[src/rtl/core/nls_pkg.sv]
// Shared types and codes for the numeric literal scanner.
// Holds the payload structs, the scanner state encoding and the result status codes.
// Depends on nothing.
package nls_pkg;

  // Character codes the recognizer looks for.
  localparam logic [7:0] CharZero  = 8'h30;
  localparam logic [7:0] CharNine  = 8'h39;
  localparam logic [7:0] CharMinus = 8'h2D;
  localparam logic [7:0] CharPlus  = 8'h2B;
  localparam logic [7:0] CharDot   = 8'h2E;
  localparam logic [7:0] CharUpE   = 8'h45;
  localparam logic [7:0] CharLowE  = 8'h65;
  localparam logic [7:0] CharLowA  = 8'h61;
  localparam logic [7:0] CharLowZ  = 8'h7A;
  localparam logic [7:0] CaseBit   = 8'h20;

  // Recognizer states, one-hot.
  typedef enum logic [7:0] {
    ST_START   = 8'b0000_0001,
    ST_MINUS   = 8'b0000_0010,
    ST_ZERO    = 8'b0000_0100,
    ST_PERIOD  = 8'b0000_1000,
    ST_MANT    = 8'b0001_0000,
    ST_EXP     = 8'b0010_0000,
    ST_EXPSIGN = 8'b0100_0000,
    ST_EXPDIG  = 8'b1000_0000
  } scan_state_t;

  // Result status codes.
  typedef enum logic [3:0] {
    RES_TAKEN       = 4'd0,
    RES_ENDED       = 4'd1,
    RES_NONUM       = 4'd2,
    RES_NEGATE      = 4'd3,
    RES_DROP        = 4'd4,
    RES_ERR_ZERO    = 4'd5,
    RES_ERR_PERIOD  = 4'd6,
    RES_ERR_EXP     = 4'd7,
    RES_ERR_EXPSIGN = 4'd8
  } status_t;

  // One input item.
  typedef struct packed {
    logic [7:0] char_code;
    logic       end_of_input;
  } in_item_t;

  // One result item.
  typedef struct packed {
    logic [3:0] status;
    logic       is_double;
    logic [7:0] taken_char;
  } out_item_t;

  // Scanner context carried between items.
  typedef struct packed {
    scan_state_t state;
    logic        dbl;
  } scan_ctx_t;

endpackage

[src/rtl/core/nls_step.sv]
// Combinational transition of the numeric literal recognizer for one character.
// Produces the result item and the context for the next character.
// Depends on nls_pkg.
module nls_step (
  input  nls_pkg::in_item_t  item,
  input  nls_pkg::scan_ctx_t ctx,
  output nls_pkg::out_item_t result,
  output nls_pkg::scan_ctx_t ctx_nxt
);
  import nls_pkg::*;

  logic       eoi;
  logic [7:0] c;
  logic [7:0] c_low;
  logic       is_digit;
  logic       is_alpha;
  logic       is_e;
  logic       is_dot;
  logic       is_minus;
  logic       is_plus;
  logic       is_zero;
  status_t    status;
  logic       dbl_res;
  scan_ctx_t  ctx_tmp;

  // Character classes; end of input matches no class.
  assign eoi      = item.end_of_input;
  assign c        = item.char_code;
  assign c_low    = c | CaseBit;
  assign is_digit = !eoi && (c >= CharZero) && (c <= CharNine);
  assign is_alpha = !eoi && (c_low >= CharLowA) && (c_low <= CharLowZ);
  assign is_e     = !eoi && ((c == CharUpE) || (c == CharLowE));
  assign is_dot   = !eoi && (c == CharDot);
  assign is_minus = !eoi && (c == CharMinus);
  assign is_plus  = !eoi && (c == CharPlus);
  assign is_zero  = !eoi && (c == CharZero);

  // State transitions. The leading-zero period case folds the re-run in the mantissa.
  always_comb begin
    ctx_tmp = ctx;
    status  = RES_ENDED;
    dbl_res = ctx.dbl;
    case (ctx.state)
      ST_START: begin
        if (is_zero) begin
          ctx_tmp.state = ST_ZERO;
          status        = RES_TAKEN;
        end else if (is_minus) begin
          ctx_tmp.state = ST_MINUS;
          status        = RES_TAKEN;
        end else if (is_dot) begin
          ctx_tmp.state = ST_PERIOD;
          ctx_tmp.dbl   = 1'b1;
          dbl_res       = 1'b1;
          status        = RES_TAKEN;
        end else if (is_digit) begin
          ctx_tmp.state = ST_MANT;
          status        = RES_TAKEN;
        end else begin
          status  = RES_NONUM;
          dbl_res = 1'b0;
        end
      end
      ST_MINUS: begin
        if (is_dot) begin
          ctx_tmp.state = ST_PERIOD;
          ctx_tmp.dbl   = 1'b1;
          dbl_res       = 1'b1;
          status        = RES_TAKEN;
        end else if (is_digit) begin
          ctx_tmp.state = ST_MANT;
          status        = RES_TAKEN;
        end else begin
          status  = RES_NEGATE;
          dbl_res = 1'b0;
        end
      end
      ST_ZERO: begin
        if (is_dot) begin
          if (!ctx.dbl) begin
            ctx_tmp.state = ST_MANT;
            ctx_tmp.dbl   = 1'b1;
            dbl_res       = 1'b1;
            status        = RES_TAKEN;
          end else begin
            status = RES_ENDED;
          end
        end else if (is_digit) begin
          status = RES_ERR_ZERO;
        end else begin
          status = RES_ENDED;
        end
      end
      ST_PERIOD: begin
        if (is_digit) begin
          ctx_tmp.state = ST_MANT;
          status        = RES_TAKEN;
        end else begin
          status = RES_ERR_PERIOD;
        end
      end
      ST_MANT: begin
        if (is_dot && !ctx.dbl) begin
          ctx_tmp.dbl = 1'b1;
          dbl_res     = 1'b1;
          status      = RES_TAKEN;
        end else if (is_e) begin
          ctx_tmp.state = ST_EXP;
          status        = RES_TAKEN;
        end else if (is_digit) begin
          status = RES_TAKEN;
        end else begin
          status = RES_ENDED;
        end
      end
      ST_EXP: begin
        if (is_minus || is_plus) begin
          ctx_tmp.state = ST_EXPSIGN;
          ctx_tmp.dbl   = 1'b1;
          dbl_res       = 1'b1;
          status        = RES_TAKEN;
        end else if (is_digit) begin
          ctx_tmp.state = ST_EXPDIG;
          ctx_tmp.dbl   = 1'b1;
          dbl_res       = 1'b1;
          status        = RES_TAKEN;
        end else if (is_alpha) begin
          status = RES_DROP;
        end else begin
          status = RES_ERR_EXP;
        end
      end
      ST_EXPSIGN: begin
        if (is_digit) begin
          ctx_tmp.state = ST_EXPDIG;
          status        = RES_TAKEN;
        end else begin
          status = RES_ERR_EXPSIGN;
        end
      end
      ST_EXPDIG: begin
        if (is_digit) begin
          status = RES_TAKEN;
        end else begin
          status = RES_ENDED;
        end
      end
      default: begin
        // Unreachable encodings behave like the exponent digits state.
        if (is_digit) begin
          status = RES_TAKEN;
        end else begin
          status = RES_ENDED;
        end
      end
    endcase
  end

  // Any ending returns to start with the flags cleared.
  always_comb begin
    ctx_nxt = ctx_tmp;
    if (status != RES_TAKEN) begin
      ctx_nxt.state = ST_START;
      ctx_nxt.dbl   = 1'b0;
    end
    result.status     = status;
    result.is_double  = dbl_res;
    result.taken_char = (status == RES_TAKEN) ? c : 8'h00;
  end

endmodule

[src/rtl/core/numeric_literal_scanner_core.sv]
// Top level of the numeric literal scanner: input register, recognizer step, result register.
// Depends on nls_pkg and nls_step.
//
// Each accepted character or end-of-input mark yields exactly one result item, in order.
// An item is captured in the input register, then passes through the recognizer step and lands in
// the result register once that register is free or draining, from where it is transferred out.
// One item is taken per cycle while the result side accepts; the recognizer context (state and
// double flag) updates in the same cycle the item moves into the result register, which sets
// that rate. Backpressure on the result side stalls the input register only once both registers
// are full. There are no configuration registers.
module numeric_literal_scanner_core (
  input  logic                clk,
  input  logic                rst_n,
  input  logic                in_valid,
  output logic                in_ready,
  input  nls_pkg::in_item_t   in_data,
  output logic                out_valid,
  input  logic                out_ready,
  output nls_pkg::out_item_t  out_data
);
  import nls_pkg::*;

  logic      in_valid_r;
  in_item_t  in_item_r;
  scan_ctx_t ctx_r;
  scan_ctx_t ctx_nxt;
  logic      out_valid_r;
  out_item_t out_item_r;
  out_item_t step_result;
  logic      step_fire;

  // The step fires when an item waits and the result register is free or draining.
  assign step_fire = in_valid_r && (!out_valid_r || out_ready);
  assign in_ready  = !in_valid_r || step_fire;
  assign out_valid = out_valid_r;
  assign out_data  = out_item_r;

  nls_step u_step (
    .item    (in_item_r),
    .ctx     (ctx_r),
    .result  (step_result),
    .ctx_nxt (ctx_nxt)
  );

  // Input register.
  always_ff @(posedge clk) begin
    if (!rst_n) begin
      in_valid_r <= 1'b0;
    end else if (in_ready) begin
      in_valid_r <= in_valid;
    end
  end

  always_ff @(posedge clk) begin
    if (in_valid && in_ready) begin
      in_item_r <= in_data;
    end
  end

  // Recognizer context advances once per item.
  always_ff @(posedge clk) begin
    if (!rst_n) begin
      ctx_r.state <= ST_START;
      ctx_r.dbl   <= 1'b0;
    end else if (step_fire) begin
      ctx_r <= ctx_nxt;
    end
  end

  // Result register.
  always_ff @(posedge clk) begin
    if (!rst_n) begin
      out_valid_r <= 1'b0;
    end else if (step_fire) begin
      out_valid_r <= 1'b1;
    end else if (out_ready) begin
      out_valid_r <= 1'b0;
    end
  end

  always_ff @(posedge clk) begin
    if (step_fire) begin
      out_item_r <= step_result;
    end
  end

  // A result that ends the token leaves the context at start with no double flag.
  a_end_resets_ctx: assert property (@(posedge clk) disable iff (!rst_n)
    step_fire && (step_result.status != RES_TAKEN)
    |=> (ctx_r.state == ST_START) && !ctx_r.dbl)
    else $error("context not cleared after a token ending");

  // Only a taken character carries a character code.
  a_char_only_taken: assert property (@(posedge clk) disable iff (!rst_n)
    out_valid_r && (out_item_r.status != RES_TAKEN) |-> (out_item_r.taken_char == 8'h00))
    else $error("character code on a non-taken result");

  // No number and negate operator always report integer type.
  a_nonum_integer: assert property (@(posedge clk) disable iff (!rst_n)
    out_valid_r && ((out_item_r.status == RES_NONUM) || (out_item_r.status == RES_NEGATE))
    |-> !out_item_r.is_double)
    else $error("double type reported without a number");

  // Past the exponent sign or into exponent digits the number is always a double.
  a_exp_is_double: assert property (@(posedge clk) disable iff (!rst_n)
    (ctx_r.state == ST_EXPSIGN) || (ctx_r.state == ST_EXPDIG) |-> ctx_r.dbl)
    else $error("exponent state without the double flag");

endmodule

[config.mk]
export PLATFORM = sky130hd
export DESIGN_NAME = numeric_literal_scanner_core
export DESIGN_NICKNAME = d
export VERILOG_FILES = /design/src/rtl/core/nls_pkg.sv /design/src/rtl/core/nls_step.sv /design/src/rtl/core/numeric_literal_scanner_core.sv
export SDC_FILE = /design/constraint.sdc
export NUM_CORES = 1
export LEC_CHECK = 0
export BUFFER_PORTS_ARGS = -buffer_cell sky130_fd_sc_hd__buf_2
export CAP_MARGIN = 20
export CELL_PAD_IN_SITES_DETAIL_PLACEMENT = 1
export CELL_PAD_IN_SITES_GLOBAL_PLACEMENT = 2
export CORE_ASPECT_RATIO = 0.75
export CORE_UTILIZATION = 35
export DETAILED_ROUTE_END_ITERATION = 16
export PLACE_DENSITY = 0.88
export RECOVER_POWER = 100
export SETUP_SLACK_MARGIN = 0.02
export SYNTH_ARGS = -nofsm -noshare
export SYNTH_HDL_FRONTEND = slang
export SYNTH_SLANG_ARGS = --single-unit
[constraint.sdc]
create_clock -name clk -period 4.9 [get_ports clk]
set_clock_uncertainty 0.2 [all_clocks]
set_input_delay 0.98 -clock clk [delete_from_list [all_inputs] [get_ports clk]]
set_output_delay 0.98 -clock clk [all_outputs]
set_load 0.1 [all_outputs]
==> run summary <==
YOSYS
------------------------------------------------------------------------------------------
Number of different library cells in the post-synthesis netlist                         56
Dominant cells by area after synthesis                                        sky130_fd_sc_hd__edfxtp_1 35%, sky130_fd_sc_hd__dfxtp_1 12%, sky130_fd_sc_hd__nor2_1 4.0%
Per-instance average area after synthesis                                         9.71 um2
Xor-xnor portion of the synthesized cell area                                        1.40%
Asr flop ratio synth                                                                    0%
Share of cell area taken by muxes after synthesis                                    1.13%
Register area share after synthesis                                                  46.8%
Adder and majority cell fraction of the synthesized area                                0%
Syn nets                                                                               207
Cell type contributing the most total cell area after synthesis               sky130_fd_sc_hd__edfxtp_1
Post-synthesis compound-gate area fraction                                           19.2%
EDFF count, synth                                                                       22
Combinational family with the most area after synthesis                       simple AND/OR/NAND/NOR gates
Simple-gate portion of the synthesized area                                          28.5%
Instance count of the mapped netlist                                                   194
Fraction of synthesized cell area taken by the top area cell type                    35.1%
Register bit count reported by yosys                                                    33
Main synth FF type                                                            sky130_fd_sc_hd__edfxtp_1
Mapped cell area                                                                  1880 um2
Synthesis Warnings                                                                       0

PLACEMENT
------------------------------------------------------------------------------------------
IO Port Bufs                                                                            27
Area post-placement                                                               2070 um2
GP Congestion                                                                        0.858
Worst-case setup slack after placement                                             1460 ps
HPWL after DPL                                                                     3500 um

FINISH
------------------------------------------------------------------------------------------
Antenna Diode Count                                                                      0
Growth of design area from synthesis to finish                                       12.6%
Final core utilization                                                               42.1%
Fraction of final layout cells sized beyond drive strength 1                         13.8%
Count of nets after finishing                                                          231
Fin area                                                                          2120 um2
Most common cell after layout, fill and taps aside                            sky130_fd_sc_hd__edfxtp_1
Top library cells by usage in the layout, fill and taps aside                 22 x sky130_fd_sc_hd__edfxtp_1, 20 x sky130_fd_sc_hd__nor2_1, 18 x sky130_fd_sc_hd__nand2_1, 16 x sky130_fd_sc_hd__o21ai_0, 16 x sky130_fd_sc_hd__clkbuf_1

CRITICAL PATH
------------------------------------------------------------------------------------------
Worst path arrival time                                                            3510 ps
Type of the setup path with the least slack                                     reg -> reg
Critical path startpoint category                                                     flop
Master of the slowest instance on the critical path                           sky130_fd_sc_hd__or4b_2
Maximum fanout count along the critical path                                             7
Critical-path cell list                                                       or4b_2 > nor4_1 > o21ai_0 > a221oi_1 > nand4_1 > or4_1 > o21ai_0
CP required                                                                        4910 ps
Sum of buffers and inverters on the critical path                                        0
Kind of end point of the critical path                                                flop
Largest delay contributor family on the critical path                         simple AND/OR/NAND/NOR gates
Max incr delay on CP                                                                720 ps
Worst path most repeated cell                                                 sky130_fd_sc_hd__o21ai_0

CLOCK TREE
------------------------------------------------------------------------------------------
Source-to-sink clock delay at the later pin of the worst-skew pair                  280 ps
CTS tree                                                                               yes
Post-CTS Setup Repair Bufs                                                               0
Clock sinks                                                                             33
CTS Hold Buffers Added                                                                   0
Clk Tree Root Cell                                                            sky130_fd_sc_hd__clkbuf_8
Post-cts resize count                                                                    0
Total clock buffers created by CTS                                                       5
Clock edge transition at the registers on the reported setup and hold paths          70 ps
H-tree depth                                                                             2
Maximum clock path buffer count                                                          2

DIE
------------------------------------------------------------------------------------------
Area of the die                                                                   5680 um2
Placeable Area                                                                    5040 um2
Die extent in y                                                                    65.5 um
Die outline width                                                                  86.7 um
Row count                                                                               22
Number of ports placed on the die boundary                                              28
Initial standard-cell utilization of the core                                        37.4%

GLOBAL ROUTE
------------------------------------------------------------------------------------------
Vias in the first global route                                                        1471
Largest net degree at the start of global routing                                       18
Total routing usage reported by global routing                                       17.5%
First-pass GRT wire length                                                         7410 um
Overflow left after global routing                                                       0
Initial antenna violation count                                                          0

TIMING
------------------------------------------------------------------------------------------
RSZ-0062 raised after global routing                                                 false
Worst rel slew slack                                                                 21.1%
Post-route minimum period                                                          3500 ps
Final count of pins violating max slew                                                   0
Min setup slack post-route                                                         1400 ps
Slew @ Worst Pin                                                                   1190 ps
Final setup vio count                                                                    0
Hold Violations, Final                                                                   0
Highest clock rate                                                               0.286 GHz
Final-layout setup total negative slack                                               0 ps
Final worst path period share                                                        71.4%

ROUTING
------------------------------------------------------------------------------------------
Drt pass-1 iters                                                                         4
Count of routing violations after the opening detailed-route iteration                  83
Length of routed met2 wiring                                                       1850 um
Wire length on met3                                                                 278 um
Met1 routed wirelength after detailed routing                                      2420 um
Final ANT Viol Nets                                                                      0
Post-detailed-route DRC marker count                                                     0
Total number of vias                                                                  1594
Max layer used                                                                        met4
Via/cell ratio                                                                        5.50
Wire length per cell                                                               15.9 um
Wire length reported by the detailed router                                        4620 um

FLOW RUN
------------------------------------------------------------------------------------------
Max-cap check violation count                                                            0

PWR
------------------------------------------------------------------------------------------
Pwr per Cell Area                                                               271 nW/um2
P_leak                                                                            0.731 nW
Overall power                                                                     0.576 mW
Worst IR drop on VDD                                                            0.000155 V

WORST HOLD PATH
------------------------------------------------------------------------------------------
Path type of the worst min-delay path                                           reg -> reg

STATUS
------------------------------------------------------------------------------------------
Run status                                                                       completed

==> cell families (layout without fill, tap and decap cells) <==
| kind of cell | Yosys count | count (layout) |
|---|---|---|
| simple gates | 93 | 93 |
| compound gates | 49 | 49 |
| flops | 33 | 33 |
| buf+inv | 13 | 37 |
| xor+xnor | 3 | 3 |
| mux | 2 | 2 |
| other cells | 1 | 1 |
==> through the flow <==
stage	std cells	hold WS, ps
after floorplan	194	287
after global placement	283	309
after detailed placement	283	312
after CTS	290	328
after global routing	290	358
final	290	321
==> sequential cells by signal, indices dropped and copies added, names as in the netlist <==
name        cells
out_data       13
ctx_r           9
in_item_r       9
in_valid_r      1
out_valid       1
==> worst paths after layout <==
path                                   start  slack [ps]   endpoint  cells after the start
worst max-delay path            in_item_r[7]        1400   ctx_r[3]                      7
worst min-delay path              in_valid_r         320  out_valid                      2
worst max register to register  in_item_r[7]        1400   ctx_r[3]                      7
worst min register to register    in_valid_r         320  out_valid                      2
==> area by class of cell <==
type | count | area, um2
flip-flops and latches | 33 | 881
clock buffers | 5 | 68.8
well taps | 72 | 90.1
multi-input cells | 148 | 943
clock inverters | 2 | 11.3
fillers | 595 | 2920
repair buffers | 27 | 115
inverters | 3 | 11.3
==> metal layers <==
metal | vias to the layer above | GRT usage, %
li1 | 778 | -
met1 | 761 | 25.6
met2 | 49 | 24.6
met3 | 6 | 4.27
met4 | 0 | 6.88
met5 | - | 0
==> report_power, final <==
part / leakage (nW) / switching, mW / total, mW / internal (mW)
clock: 0.0377 / 0.0982 / 0.193 / 0.0952
combinational: 0.395 / 0.0533 / 0.0665 / 0.0132
sequential: 0.298 / 0.00872 / 0.316 / 0.307
total: 0.731 / 0.160 / 0.576 / 0.416
==> worst register-to-register path, stage by stage (launching register included) <==
cell and delay, ps:
sky130_fd_sc_hd__edfxtp_1 460, sky130_fd_sc_hd__or4b_2 720, sky130_fd_sc_hd__nor4_1 610, sky130_fd_sc_hd__o21ai_0 220, sky130_fd_sc_hd__a221oi_1 490, sky130_fd_sc_hd__nand4_1 190
sky130_fd_sc_hd__or4_1 440, sky130_fd_sc_hd__o21ai_0 90
==> synth_stat cells (all sizes together), types with 2 or more instances <==
cell type and number:
dfxtp 11, buf 3, o21a 4, nand3b 2
nand4b 2, or2 4, nor4 5, nor2b 3
nand3 3, edfxtp 22, clkbuf 7, and2 10
nor4b 2, nand4 3, o21ai 16, a21oi 5
inv 3, nand2b 3, or4b 3, a21o 3
nor2 20, o22ai 3, nand2 18, o211ai 2
a211oi 2, nor3 4, o211a 2, or4 6
xor2 2
Note: power is estimated with default switching activity, not from simulation.
